$ cat config.mk
export PLATFORM = sky130hd
export DESIGN_NAME = encoder_position_velocity_kalman
export DESIGN_NICKNAME = d
export VERILOG_FILES = /design/src/hw/rtl/epvk_pkg.sv /design/src/hw/rtl/epvk_mul.sv /design/src/hw/rtl/encoder_position_velocity_kalman.sv
export SDC_FILE = /design/constraint.sdc
export NUM_CORES = 2
export LEC_CHECK = 0
export ABC_AREA = 1
export BUFFER_PORTS_ARGS = -buffer_cell sky130_fd_sc_hd__buf_4
export CAP_MARGIN = 5
export CORE_MARGIN = 5
export CORE_UTILIZATION = 45
export DETAILED_ROUTE_END_ITERATION = 6
export PLACE_DENSITY = 0.63
export SYNTH_ARGS = -nofsm -noshare
export SYNTH_HDL_FRONTEND = slang
export SYNTH_SLANG_ARGS = --single-unit
$ cat constraint.sdc
create_clock -name clk -period 17 [get_ports clk]
set_clock_uncertainty 0.05 [all_clocks]
set_input_delay 3.4 -clock clk [delete_from_list [all_inputs] [get_ports clk]]
set_output_delay 3.4 -clock clk [all_outputs]
set_load 0.005 [all_outputs]
$ cat src/hw/rtl/epvk_pkg.sv
`default_nettype none
// ----------------------------------------------------------------------------
// Encoder position / velocity package
// Beat types, register map and fixed constants shared by the block's files.
// ----------------------------------------------------------------------------
package epvk_pkg;

  // Input beat: sample tick or reference marker with the raw counter value
  typedef struct packed {
    logic        kind;
    logic [15:0] reading;
  } in_item_t;

  // Result beat
  typedef struct packed {
    logic signed [31:0] position_mm;
    logic signed [31:0] velocity_est;
    logic signed [31:0] reference_mm;
    logic               reference_seen;
    logic               control_tick;
  } out_item_t;

  // Item kinds
  localparam logic KIND_SAMPLE = 1'b0;
  localparam logic KIND_MARKER = 1'b1;

  // Register map: word index taken from paddr[4:2]
  localparam int unsigned ADDR_W = 5;
  localparam logic [2:0] REG_POSITION_SCALE    = 3'd0;
  localparam logic [2:0] REG_VELOCITY_GAIN     = 3'd1;
  localparam logic [2:0] REG_PROCESS_NOISE     = 3'd2;
  localparam logic [2:0] REG_MEASUREMENT_NOISE = 3'd3;
  localparam logic [2:0] REG_CONTROL_DIVIDER   = 3'd4;

  // Register reset values
  localparam logic [31:0] RST_POSITION_SCALE    = 32'd4294967;
  localparam logic [31:0] RST_VELOCITY_GAIN     = 32'd65536;
  localparam logic [31:0] RST_PROCESS_NOISE     = 32'd16777;
  localparam logic [31:0] RST_MEASUREMENT_NOISE = 32'd16777216;
  localparam logic [15:0] RST_CONTROL_DIVIDER   = 16'd10;

  // Kalman gain is unsigned Q0.24, so unity is 2^24 (25 bits)
  localparam logic [24:0] K_ONE       = 25'h100_0000;
  localparam int unsigned K_BITS      = 25;

endpackage : epvk_pkg
`default_nettype wire

$ cat src/hw/rtl/epvk_mul.sv
`default_nettype none
// ----------------------------------------------------------------------------
// Serial shift-add multiplier
// Unsigned product, one multiplier bit retired per cycle, LSB first.
// ----------------------------------------------------------------------------
module epvk_mul #(
  parameter int unsigned MCAND_W  = 32,
  parameter int unsigned MPLIER_W = 33
) (
  input  wire logic                          clk,
  input  wire logic                          rst_n,
  input  wire logic                          start,
  input  wire logic [MCAND_W-1:0]            mcand,
  input  wire logic [MPLIER_W-1:0]           mplier,
  output logic                               busy,
  output logic [MCAND_W+MPLIER_W-1:0]        product
);

  localparam int unsigned PROD_W = MCAND_W + MPLIER_W;
  localparam int unsigned CNT_W  = $clog2(MPLIER_W + 1);

  logic [MCAND_W-1:0] mcand_r, mcand_nxt;
  logic [PROD_W-1:0]  prod_r, prod_nxt;
  logic [CNT_W-1:0]   cnt_r, cnt_nxt;
  logic               busy_r, busy_nxt;

  logic [MCAND_W-1:0] addend;
  logic [MCAND_W:0]   psum;

  // Add the multiplicand into the upper half when the low bit is set
  assign addend = prod_r[0] ? mcand_r : '0;
  assign psum   = {1'b0, prod_r[PROD_W-1:MPLIER_W]} + {1'b0, addend};

  always_comb begin
    mcand_nxt = mcand_r;
    prod_nxt  = prod_r;
    cnt_nxt   = cnt_r;
    busy_nxt  = busy_r;
    if (start) begin
      mcand_nxt = mcand;
      prod_nxt  = {{MCAND_W{1'b0}}, mplier};
      cnt_nxt   = CNT_W'(MPLIER_W);
      busy_nxt  = 1'b1;
    end else if (busy_r) begin
      prod_nxt = {psum, prod_r[MPLIER_W-1:1]};
      cnt_nxt  = cnt_r - CNT_W'(1);
      if (cnt_r == CNT_W'(1)) begin
        busy_nxt = 1'b0;
      end
    end
  end

  always_ff @(posedge clk) begin
    mcand_r <= mcand_nxt;
    prod_r  <= prod_nxt;
    if (!rst_n) begin
      cnt_r  <= '0;
      busy_r <= 1'b0;
    end else begin
      cnt_r  <= cnt_nxt;
      busy_r <= busy_nxt;
    end
  end

  assign busy    = busy_r;
  assign product = prod_r;

endmodule : epvk_mul
`default_nettype wire

$ cat src/hw/rtl/encoder_position_velocity_kalman.sv
`default_nettype none
// ----------------------------------------------------------------------------
// Encoder position and Kalman velocity
// Unwraps encoder readings, scales position, filters velocity, marks periods.
// ----------------------------------------------------------------------------
// Usage
//   in_*  : one beat per encoder event. kind 0 is a sample tick, kind 1 a
//           reference marker. Every accepted beat yields exactly one result.
//   out_* : result beat: position, filtered velocity, latched reference,
//           reference flag and the control period tick.
//   cfg_* : APB-style register port, pready tied high. Registers sit at byte
//           address 4*index. The user writes only while the block is idle.
// Sequence (the block itself does not enforce the idle-only write rule)
//   A sample beat uses both 33-step serial multipliers: first the
//   count-change product and the position product run side by side (the
//   gain divider, 25 steps, finishes under them), then the filter update
//   and variance products run side by side. A marker beat uses only the
//   position product. One beat is worked on at a time, in_ready high only
//   while idle: a new beat is taken only after the last result has moved
//   on to the output register.
// Stall and reset
//   The result waits in the output register while the receiver stalls;
//   the next beat is accepted and computed meanwhile, and its result holds
//   until the output register frees. Synchronous active-low reset clears
//   all tracking state to zero and the registers to their defaults.
// ----------------------------------------------------------------------------
module encoder_position_velocity_kalman
  import epvk_pkg::*;
#(
  parameter int unsigned COUNTER_BITS = 16
) (
  input  wire logic              clk,
  input  wire logic              rst_n,
  // input beats
  input  wire logic              in_valid,
  output logic                   in_ready,
  input  wire in_item_t          in_data,
  // result beats
  output logic                   out_valid,
  input  wire logic              out_ready,
  output out_item_t              out_data,
  // register port
  input  wire logic              cfg_psel,
  input  wire logic              cfg_penable,
  input  wire logic              cfg_pwrite,
  input  wire logic [ADDR_W-1:0] cfg_paddr,
  input  wire logic [31:0]       cfg_pwdata,
  output logic [31:0]            cfg_prdata,
  output logic                   cfg_pready
);

  localparam int unsigned CB = COUNTER_BITS;
  localparam logic [CB-1:0] HALF = CB'(1) << (CB - 1);

  typedef enum logic [3:0] {
    S_IDLE,
    S_PREP,
    S_REFMUL,
    S_REFEND,
    S_KRUN,
    S_ZEND,
    S_UPD,
    S_SEND,
    S_FIN
  } state_t;

  // --------------------------------------------------------------------------
  // Saturation and rounding helpers
  // --------------------------------------------------------------------------
  function automatic logic signed [31:0] sat34(input logic signed [33:0] v);
    if (v > 34'sh0_7FFF_FFFF) begin
      return 32'sh7FFF_FFFF;
    end else if (v < -34'sh0_8000_0000) begin
      return 32'sh8000_0000;
    end else begin
      return v[31:0];
    end
  endfunction

  function automatic logic signed [31:0] sat40(input logic signed [39:0] v);
    if (v > 40'sh00_7FFF_FFFF) begin
      return 32'sh7FFF_FFFF;
    end else if (v < -40'sh00_8000_0000) begin
      return 32'sh8000_0000;
    end else begin
      return v[31:0];
    end
  endfunction

  // |count| * scale, rounded half away from zero to Q16.16, saturated
  function automatic logic signed [31:0] pos_round(input logic [64:0] m,
                                                    input logic       neg);
    logic [65:0] rs;
    logic [49:0] r;
    rs = {1'b0, m} + 66'd32768;
    r  = rs[65:16];
    if (!neg && r > 50'h0_7FFF_FFFF) begin
      return 32'sh7FFF_FFFF;
    end else if (neg && r > 50'h0_8000_0000) begin
      return 32'sh8000_0000;
    end else if (neg) begin
      return 32'(32'd0 - r[31:0]);
    end else begin
      return r[31:0];
    end
  endfunction

  // --------------------------------------------------------------------------
  // Registers
  // --------------------------------------------------------------------------
  state_t             state_r, state_nxt;

  logic [31:0]        scale_r, scale_nxt;
  logic [31:0]        gain_r, gain_nxt;
  logic [31:0]        qn_r, qn_nxt;
  logic [31:0]        rn_r, rn_nxt;
  logic [15:0]        cdiv_r, cdiv_nxt;

  logic [CB-1:0]      last_r, last_nxt;
  logic signed [31:0] acc_r, acc_nxt;
  logic signed [31:0] prev_r, prev_nxt;
  logic signed [39:0] x_r, x_nxt;
  logic [31:0]        var_r, var_nxt;
  logic signed [31:0] ref_r, ref_nxt;
  logic               seen_r, seen_nxt;
  logic [15:0]        tick_r, tick_nxt;

  logic               kind_r, kind_nxt;
  logic               zneg_r, zneg_nxt;
  logic               dneg_r, dneg_nxt;
  logic               accneg_r, accneg_nxt;
  logic [31:0]        p_r, p_nxt;
  logic [32:0]        den_r, den_nxt;
  logic [33:0]        rem_r, rem_nxt;
  logic [K_BITS-1:0]  q_r, q_nxt;
  logic [4:0]         dcnt_r, dcnt_nxt;
  logic signed [31:0] pos_r, pos_nxt;
  out_item_t          res_r, res_nxt;

  logic               out_valid_r, out_valid_nxt;
  out_item_t          out_data_r, out_data_nxt;

  // --------------------------------------------------------------------------
  // Combinational terms
  // --------------------------------------------------------------------------
  logic                in_fire;
  logic                cfg_wr;

  // unwrap
  logic [CB-1:0]       rd;
  logic [CB-1:0]       dmod;
  logic signed [CB:0]  step;
  logic signed [33:0]  acc_sum;

  // prep
  logic signed [32:0]  acc33;
  logic [32:0]         acc_mag;
  logic signed [33:0]  delta;
  logic [33:0]         delta_mag;
  logic [32:0]         psum;
  logic [31:0]         p_sat;

  // divider step
  logic                div_ge;
  logic [33:0]         div_rem;

  // measurement and innovation
  logic [73:0]         zm;
  logic signed [39:0]  z;
  logic signed [40:0]  diff;
  logic [40:0]         diff_mag;
  logic [K_BITS-1:0]   kgain;
  logic [73:0]         sm_round;
  logic [39:0]         sm;
  logic [15:0]         tick_inc;
  logic [15:0]         div_eff;

  // multiplier lanes: A for count change and update, B for position and variance
  logic                a_start, b_start;
  logic [40:0]         a_mcand;
  logic [32:0]         a_mplier;
  logic [31:0]         b_mcand;
  logic [32:0]         b_mplier;
  logic                a_busy, b_busy;
  logic [73:0]         a_prod;
  logic [64:0]         b_prod;

  epvk_mul #(
    .MCAND_W  (41),
    .MPLIER_W (33)
  ) u_mul_a (
    .clk     (clk),
    .rst_n   (rst_n),
    .start   (a_start),
    .mcand   (a_mcand),
    .mplier  (a_mplier),
    .busy    (a_busy),
    .product (a_prod)
  );

  epvk_mul #(
    .MCAND_W  (32),
    .MPLIER_W (33)
  ) u_mul_b (
    .clk     (clk),
    .rst_n   (rst_n),
    .start   (b_start),
    .mcand   (b_mcand),
    .mplier  (b_mplier),
    .busy    (b_busy),
    .product (b_prod)
  );

  assign in_fire = in_valid && in_ready;
  assign cfg_wr  = cfg_psel && cfg_penable && cfg_pwrite;

  // Unwrap: a step of exactly half the range counts as positive
  assign rd      = CB'(in_data.reading);
  assign dmod    = rd - last_r;
  assign step    = (dmod > HALF) ? {1'b1, dmod} : {1'b0, dmod};
  assign acc_sum = 34'(acc_r) + 34'(step);

  // Magnitudes for the serial products
  assign acc33     = 33'(acc_r);
  assign acc_mag   = acc_r[31] ? 33'(-acc33) : 33'(acc33);
  assign delta     = 34'(acc_r) - 34'(prev_r);
  assign delta_mag = delta[33] ? 34'(-delta) : 34'(delta);

  // Predicted variance, saturated, and the gain denominator
  assign psum  = {1'b0, var_r} + {1'b0, qn_r};
  assign p_sat = psum[32] ? 32'hFFFF_FFFF : psum[31:0];

  // Restoring divider, one quotient bit a cycle: k = p * 2^24 / (p + R)
  assign div_ge  = rem_r >= {1'b0, den_r};
  assign div_rem = div_ge ? (rem_r - {1'b0, den_r}) : rem_r;

  // Measurement z = delta * gain, saturated to 40 bits
  assign zm = a_prod;
  always_comb begin
    if (!zneg_r) begin
      z = (zm > 74'h7F_FFFF_FFFF) ? 40'sh7F_FFFF_FFFF : zm[39:0];
    end else begin
      z = (zm > 74'h80_0000_0000) ? 40'sh80_0000_0000 : 40'(40'd0 - zm[39:0]);
    end
  end
  assign diff     = 41'(z) - 41'(x_r);
  assign diff_mag = diff[40] ? 41'(-diff) : 41'(diff);
  assign kgain    = (den_r == 33'd0) ? '0 : q_r;

  // Correction magnitude, rounded half away from zero
  assign sm_round = a_prod + 74'd8388608;
  assign sm       = sm_round[63:24];

  assign tick_inc = tick_r + 16'd1;
  assign div_eff  = (cdiv_r == 16'd0) ? 16'd1 : cdiv_r;

  // --------------------------------------------------------------------------
  // Next state
  // --------------------------------------------------------------------------
  always_comb begin
    state_nxt     = state_r;
    scale_nxt     = scale_r;
    gain_nxt      = gain_r;
    qn_nxt        = qn_r;
    rn_nxt        = rn_r;
    cdiv_nxt      = cdiv_r;
    last_nxt      = last_r;
    acc_nxt       = acc_r;
    prev_nxt      = prev_r;
    x_nxt         = x_r;
    var_nxt       = var_r;
    ref_nxt       = ref_r;
    seen_nxt      = seen_r;
    tick_nxt      = tick_r;
    kind_nxt      = kind_r;
    zneg_nxt      = zneg_r;
    dneg_nxt      = dneg_r;
    accneg_nxt    = accneg_r;
    p_nxt         = p_r;
    den_nxt       = den_r;
    rem_nxt       = rem_r;
    q_nxt         = q_r;
    dcnt_nxt      = dcnt_r;
    pos_nxt       = pos_r;
    res_nxt       = res_r;
    out_valid_nxt = out_valid_r;
    out_data_nxt  = out_data_r;
    a_start       = 1'b0;
    b_start       = 1'b0;
    a_mcand       = {9'd0, gain_r};
    a_mplier      = delta_mag[32:0];
    b_mcand       = scale_r;
    b_mplier      = acc_mag;

    // Register writes
    if (cfg_wr) begin
      case (cfg_paddr[4:2])
        REG_POSITION_SCALE:    scale_nxt = cfg_pwdata;
        REG_VELOCITY_GAIN:     gain_nxt  = cfg_pwdata;
        REG_PROCESS_NOISE:     qn_nxt    = cfg_pwdata;
        REG_MEASUREMENT_NOISE: rn_nxt    = cfg_pwdata;
        REG_CONTROL_DIVIDER:   cdiv_nxt  = cfg_pwdata[15:0];
        default: ;
      endcase
    end

    // Divider advances on its own once loaded
    if (dcnt_r != 5'd0) begin
      rem_nxt  = {div_rem[32:0], 1'b0};
      q_nxt    = {q_r[K_BITS-2:0], div_ge};
      dcnt_nxt = dcnt_r - 5'd1;
    end

    // Drop the result once taken
    if (out_valid_r && out_ready) begin
      out_valid_nxt = 1'b0;
    end

    case (state_r)
      S_IDLE: begin
        if (in_fire) begin
          kind_nxt  = in_data.kind;
          last_nxt  = rd;
          acc_nxt   = sat34(acc_sum);
          state_nxt = S_PREP;
        end
      end

      S_PREP: begin
        accneg_nxt = acc_r[31];
        b_start    = 1'b1;
        if (kind_r == KIND_MARKER) begin
          state_nxt = S_REFMUL;
        end else begin
          a_start   = 1'b1;
          zneg_nxt  = delta[33];
          p_nxt     = p_sat;
          den_nxt   = {1'b0, p_sat} + {1'b0, rn_r};
          rem_nxt   = {2'b00, p_sat};
          q_nxt     = '0;
          dcnt_nxt  = 5'(K_BITS);
          state_nxt = S_KRUN;
        end
      end

      S_REFMUL: begin
        if (!b_busy) begin
          state_nxt = S_REFEND;
        end
      end

      S_REFEND: begin
        // Latch the unwrapped position, then clear the total
        ref_nxt                = pos_round(b_prod, accneg_r);
        seen_nxt               = 1'b1;
        acc_nxt                = '0;
        res_nxt.position_mm    = '0;
        res_nxt.velocity_est   = sat40(x_r);
        res_nxt.reference_mm   = pos_round(b_prod, accneg_r);
        res_nxt.reference_seen = 1'b1;
        res_nxt.control_tick   = 1'b0;
        state_nxt              = S_FIN;
      end

      S_KRUN: begin
        if (!a_busy && !b_busy && dcnt_r == 5'd0) begin
          pos_nxt   = pos_round(b_prod, accneg_r);
          state_nxt = S_ZEND;
        end
      end

      S_ZEND: begin
        // Start the correction and variance products together
        dneg_nxt  = diff[40];
        a_start   = 1'b1;
        a_mcand   = diff_mag;
        a_mplier  = {8'd0, kgain};
        b_start   = 1'b1;
        b_mcand   = p_r;
        b_mplier  = {8'd0, K_ONE - kgain};
        state_nxt = S_UPD;
      end

      S_UPD: begin
        if (!a_busy && !b_busy) begin
          state_nxt = S_SEND;
        end
      end

      S_SEND: begin
        x_nxt    = dneg_r ? (x_r - sm) : (x_r + sm);
        var_nxt  = b_prod[55:24];
        prev_nxt = acc_r;
        res_nxt.position_mm    = pos_r;
        res_nxt.velocity_est   = sat40(dneg_r ? (x_r - sm) : (x_r + sm));
        res_nxt.reference_mm   = ref_r;
        res_nxt.reference_seen = seen_r;
        if (tick_inc >= div_eff) begin
          tick_nxt             = '0;
          res_nxt.control_tick = 1'b1;
        end else begin
          tick_nxt             = tick_inc;
          res_nxt.control_tick = 1'b0;
        end
        state_nxt = S_FIN;
      end

      S_FIN: begin
        // Hold until the output register is free
        if (!out_valid_r || out_ready) begin
          out_data_nxt  = res_r;
          out_valid_nxt = 1'b1;
          state_nxt     = S_IDLE;
        end
      end

      default: begin
        state_nxt = S_IDLE;
      end
    endcase
  end

  // --------------------------------------------------------------------------
  // State and registered outputs
  // --------------------------------------------------------------------------
  always_ff @(posedge clk) begin
    kind_r     <= kind_nxt;
    zneg_r     <= zneg_nxt;
    dneg_r     <= dneg_nxt;
    accneg_r   <= accneg_nxt;
    p_r        <= p_nxt;
    den_r      <= den_nxt;
    rem_r      <= rem_nxt;
    q_r        <= q_nxt;
    pos_r      <= pos_nxt;
    res_r      <= res_nxt;
    out_data_r <= out_data_nxt;
    if (!rst_n) begin
      state_r     <= S_IDLE;
      out_valid_r <= 1'b0;
      dcnt_r      <= '0;
      scale_r     <= RST_POSITION_SCALE;
      gain_r      <= RST_VELOCITY_GAIN;
      qn_r        <= RST_PROCESS_NOISE;
      rn_r        <= RST_MEASUREMENT_NOISE;
      cdiv_r      <= RST_CONTROL_DIVIDER;
      last_r      <= '0;
      acc_r       <= '0;
      prev_r      <= '0;
      x_r         <= '0;
      var_r       <= '0;
      ref_r       <= '0;
      seen_r      <= 1'b0;
      tick_r      <= '0;
    end else begin
      state_r     <= state_nxt;
      out_valid_r <= out_valid_nxt;
      dcnt_r      <= dcnt_nxt;
      scale_r     <= scale_nxt;
      gain_r      <= gain_nxt;
      qn_r        <= qn_nxt;
      rn_r        <= rn_nxt;
      cdiv_r      <= cdiv_nxt;
      last_r      <= last_nxt;
      acc_r       <= acc_nxt;
      prev_r      <= prev_nxt;
      x_r         <= x_nxt;
      var_r       <= var_nxt;
      ref_r       <= ref_nxt;
      seen_r      <= seen_nxt;
      tick_r      <= tick_nxt;
    end
  end

  // Register read-back
  always_comb begin
    case (cfg_paddr[4:2])
      REG_POSITION_SCALE:    cfg_prdata = scale_r;
      REG_VELOCITY_GAIN:     cfg_prdata = gain_r;
      REG_PROCESS_NOISE:     cfg_prdata = qn_r;
      REG_MEASUREMENT_NOISE: cfg_prdata = rn_r;
      REG_CONTROL_DIVIDER:   cfg_prdata = {16'd0, cdiv_r};
      default:               cfg_prdata = '0;
    endcase
  end

  assign cfg_pready = 1'b1;
  assign in_ready   = (state_r == S_IDLE);
  assign out_valid  = out_valid_r;
  assign out_data   = out_data_r;

endmodule : encoder_position_velocity_kalman
`default_nettype wire

==> impl_metrics.toml <==
[power]
power_density_mw_per_mm2 = 175
combPwrFrac_pct = 56.3
p_sw_w = 0.00660
p_int_w = 0.00644
ir_drop_uv = 221
swShare_pct = 50.6
seqPwrFrac_pct = 25.4
p_leak_nw = 34.8
pwr-share-clk_pct = 18.3
total_power_w = 0.0130

[synthesis]
yosys.area_share.simple_pct = 30.2
syn_nets = 10400
syn_avg_cell_area_um2 = 6.79
synth-edff-count = 436
synthAdderAreaFrac_pct = 7.01
synth_compound_area_share_pct = 14.2
netlist_area_mm2 = 0.0675
ys_warn_count = 0
synth_top_family_by_area = "simple AND/OR/NAND/NOR gates"
ys_ff_latch = 937
synth_cell_types = 67
ys_seq_area_share_pct = 34.3
synth-xor-area-share_pct = 4.70
synthFlopType = "dfxtp_1"
synth.area.mux_share_pct = 0
netlist_instances = 9947
synth-async-reset-ratio_pct = 0

[cells_and_area]
nFillCells = 15300
drive_above_1_share_pct = 6.26
fin_util_pct = 49.8
multi_input_area_mm2 = 0.0380
nets = 10500
synthToLayoutAreaGrowth_pct = 10.3
seq_area_mm2 = 0.0231
stdcell_area_mm2 = 0.0745
fin_cells = 12100

[detailed_routing]
routed-wl-met3_um = 16900
routed-via-count = 66200
top_layer = "met5"
firstDrtPassIters = 7
ant_nets = 0
first_iter_violations = 5936
drc_errors = 0
wl_met2_um = 110000
wl_met1_um = 108000
wl_per_cell_um = 20.0
totalWireLength_um = 243000
via_per_inst = 5.46

[clock_tree]
cts_buffers = 106
ctsResizeCount = 0
clock_latency_ps = 760
htree_levels = 3
clkSlewWorstSetupHoldPaths_ps = 60
cts_sinks = 937
cts_max_path_buffers = 3
cts_setup_buffers = 0
cts.root.buffer_cell = "clkbuf_16"
cts_tree = "done"
holdBufCountCts = 0

[placement]
place_area_mm2 = 0.0708
port_buffers = 190
hpwl_um = 191000
place.gp.congestion = 0.968
dp_cells = 11900

[sta]
worst_pin_slew_ps = 1280
slew_headroom_pct = 14.4
finalCritPeriodShare_pct = 52.3
setup_tns_ps = 0
rsz0062_at_grt = "no"
setup_viol_count_final = 0
final.min_clock_period_ps = 8900
max_freq_ghz = 0.112
drv_slew = 0
hold_viol = 0

[min_path]
worstHoldStart = "res_r[94]$_SDFFCE_PN0P_"
hold_class = "reg -> reg"
min_path_cells = 0
min_delay_worst_endpoint = "out_data[94]$_DFFE_PP_"

[die]
io_pins = 194
rows = 142
die_h_um = 397
dieArea_mm2 = 0.158
start_util_pct = 45.2
core_area_mm2 = 0.149
die_w_um = 397

[setup_path]
r2r_cells = 31
startpoint_type = "primary input"
rrSetupSlack_ps = 10080
path_max_fanout = 22
cp-startpoint = "cfg_paddr[4]"
cp.arrival_ps = 5450
cp-end-kind = "output pin"
cp.required_ps = 13550
r2r_end = "u_mul_a.mcand_r[10]$_DFFE_PP_"
worstReg2RegStart = "u_mul_a.product[0]$_DFFE_PP_"
critPathKind = "in -> out"

[grt]
grt.total_usage_pct = 29.9
grt_pass1_vias = 62700
grt_max_degree = 98
antenna_found_initial = 7
grt_first_pass_wirelength_um = 371000
grt_overflow_total = 0

[job]
maxCapViolations = 0

[status]
run_status = "completed"
-- synthesized netlist by cell type (10+ instances only) --
cell type | instances | area (um^2)
xor2_1 | 253 | 2220
buf_1 | 29 | 109
a21o_1 | 39 | 293
nand3_1 | 579 | 2900
nor2_1 | 1269 | 4760
xnor2_1 | 104 | 911
nor4_1 | 37 | 231
nor3_1 | 152 | 761
o21a_1 | 29 | 218
o211ai_1 | 51 | 383
or2_2 | 58 | 363
nand4_1 | 174 | 1090
dfxtp_1 | 501 | 10000
nand2_1 | 2437 | 9150
o221ai_1 | 36 | 315
inv_1 | 1374 | 5160
a21oi_1 | 663 | 3320
a21boi_0 | 18 | 135
o21bai_1 | 39 | 293
edfxtp_1 | 436 | 13100
buf_2 | 30 | 150
o21ai_1 | 17 | 85.1
and2_1 | 11 | 68.8
o2111ai_1 | 11 | 96.3
o21ai_0 | 656 | 3280
o31ai_1 | 11 | 82.6
nand3b_1 | 26 | 195
nand2_2 | 59 | 369
a22oi_1 | 26 | 195
inv_2 | 16 | 60.1
clkbuf_1 | 213 | 800
a221oi_1 | 13 | 114
ha_1 | 362 | 4530
nor2_2 | 19 | 119
a31oi_1 | 73 | 457
fa_1 | 10 | 200
o22ai_1 | 20 | 125
-- through the flow --
stage,hold slack [ps],worst slack (ps)
6_report,363,8100
3_3_place_gp,352,7760
2_1_floorplan,350,3500
5_1_grt,365,7720
4_1_cts,367,8110
3_5_place_dp,355,7660
-- area by class of cell --
| type | instances | area share [%] |
|---|---|---|
| multi-input cells | 7319 | 51.0 |
| flip-flops and latches | 937 | 31.0 |
| inverters | 1399 | 7.07 |
| clock buffers | 146 | 4.07 |
| well taps | 2016 | 3.39 |
| repair buffers | 255 | 2.58 |
| clock inverters | 55 | 0.810 |
| diodes | 1 | 0.00336 |
-- power by group through the flow --
| stage | combinational (W) | sequential [W] | clock (W) |
|---|---|---|---|
| floorplan | 0.00532 | 0.00310 | 0 |
| global placement | 0.00718 | 0.00334 | 0 |
| detailed placement | 0.00723 | 0.00334 | 0 |
| CTS | 0.00727 | 0.00330 | 0.00243 |
| global route | 0.00826 | 0.00334 | 0.00253 |
| finish | 0.00734 | 0.00331 | 0.00239 |
-- flip-flops by register name, indices dropped and copies added (netlist names), 33 cells and up --
| name | cells |
|---|---|
| den_r | 33 |
| out_data | 98 |
| rem_r | 34 |
| res_r | 98 |
| u_mul_a.mcand_r | 41 |
| u_mul_a.product | 74 |
| u_mul_b.product | 65 |
| x_r | 40 |
-- how the worst max path moves through the flow --
| stage | cells after the start | endpoint |
|---|---|---|
| after floorplan | 2 | out_data[0]$_DFFE_PP_ |
| after global placement | 26 | acc_r[14]$_SDFFE_PN0P_ |
| after detailed placement | 26 | acc_r[6]$_SDFFE_PN0P_ |
| after CTS | 9 | cfg_prdata[13] |
| after global routing | 26 | acc_r[23]$_SDFFE_PN0P_ |
| final | 9 | cfg_prdata[13] |
-- worst max-delay path: stages --
cell      delay (ps)
buf_4            140
inv_1             50
nand2_1          310
inv_1            280
buf_4            310
a22o_1           270
a21oi_1          200
o221ai_1         250
buf_4            210
-- metal layers --
layer	up-vias	track usage, %
met5	-	0
met4	8	8.99
met3	399	4.42
met2	2172	48.9
met1	30900	40.9
li1	32700	-
-- placed cells by master, fill, tap and decap left out, drive strengths merged, types with 29 or more instances in the layout --
master  instances
nand2        2497
inv          1399
nor2         1291
o21ai         673
a21oi         664
nand3         588
dfxtp         501
edfxtp        436
ha            362
xor2          256
buf           255
nand4         174
nor3          162
clkbuf        146
xnor2         104
a31oi          73
or2            58
o211ai         51
clkinv         41
o21bai         39
a21o           39
nor4           38
o221ai         36
o21a           29
-- cell families (layout without fill, tap and decap cells) --
group	Yosys count	in the layout
buffers and inverters	1691	1855
adders and majority gates	372	372
DFF	937	937
xor gates and xnor gates	360	360
and+or+nand+nor	4861	4861
other	1	2
AOI/OAI and AO/OA	1725	1725
No activity file was read; power rests on OpenSTA's default activity.
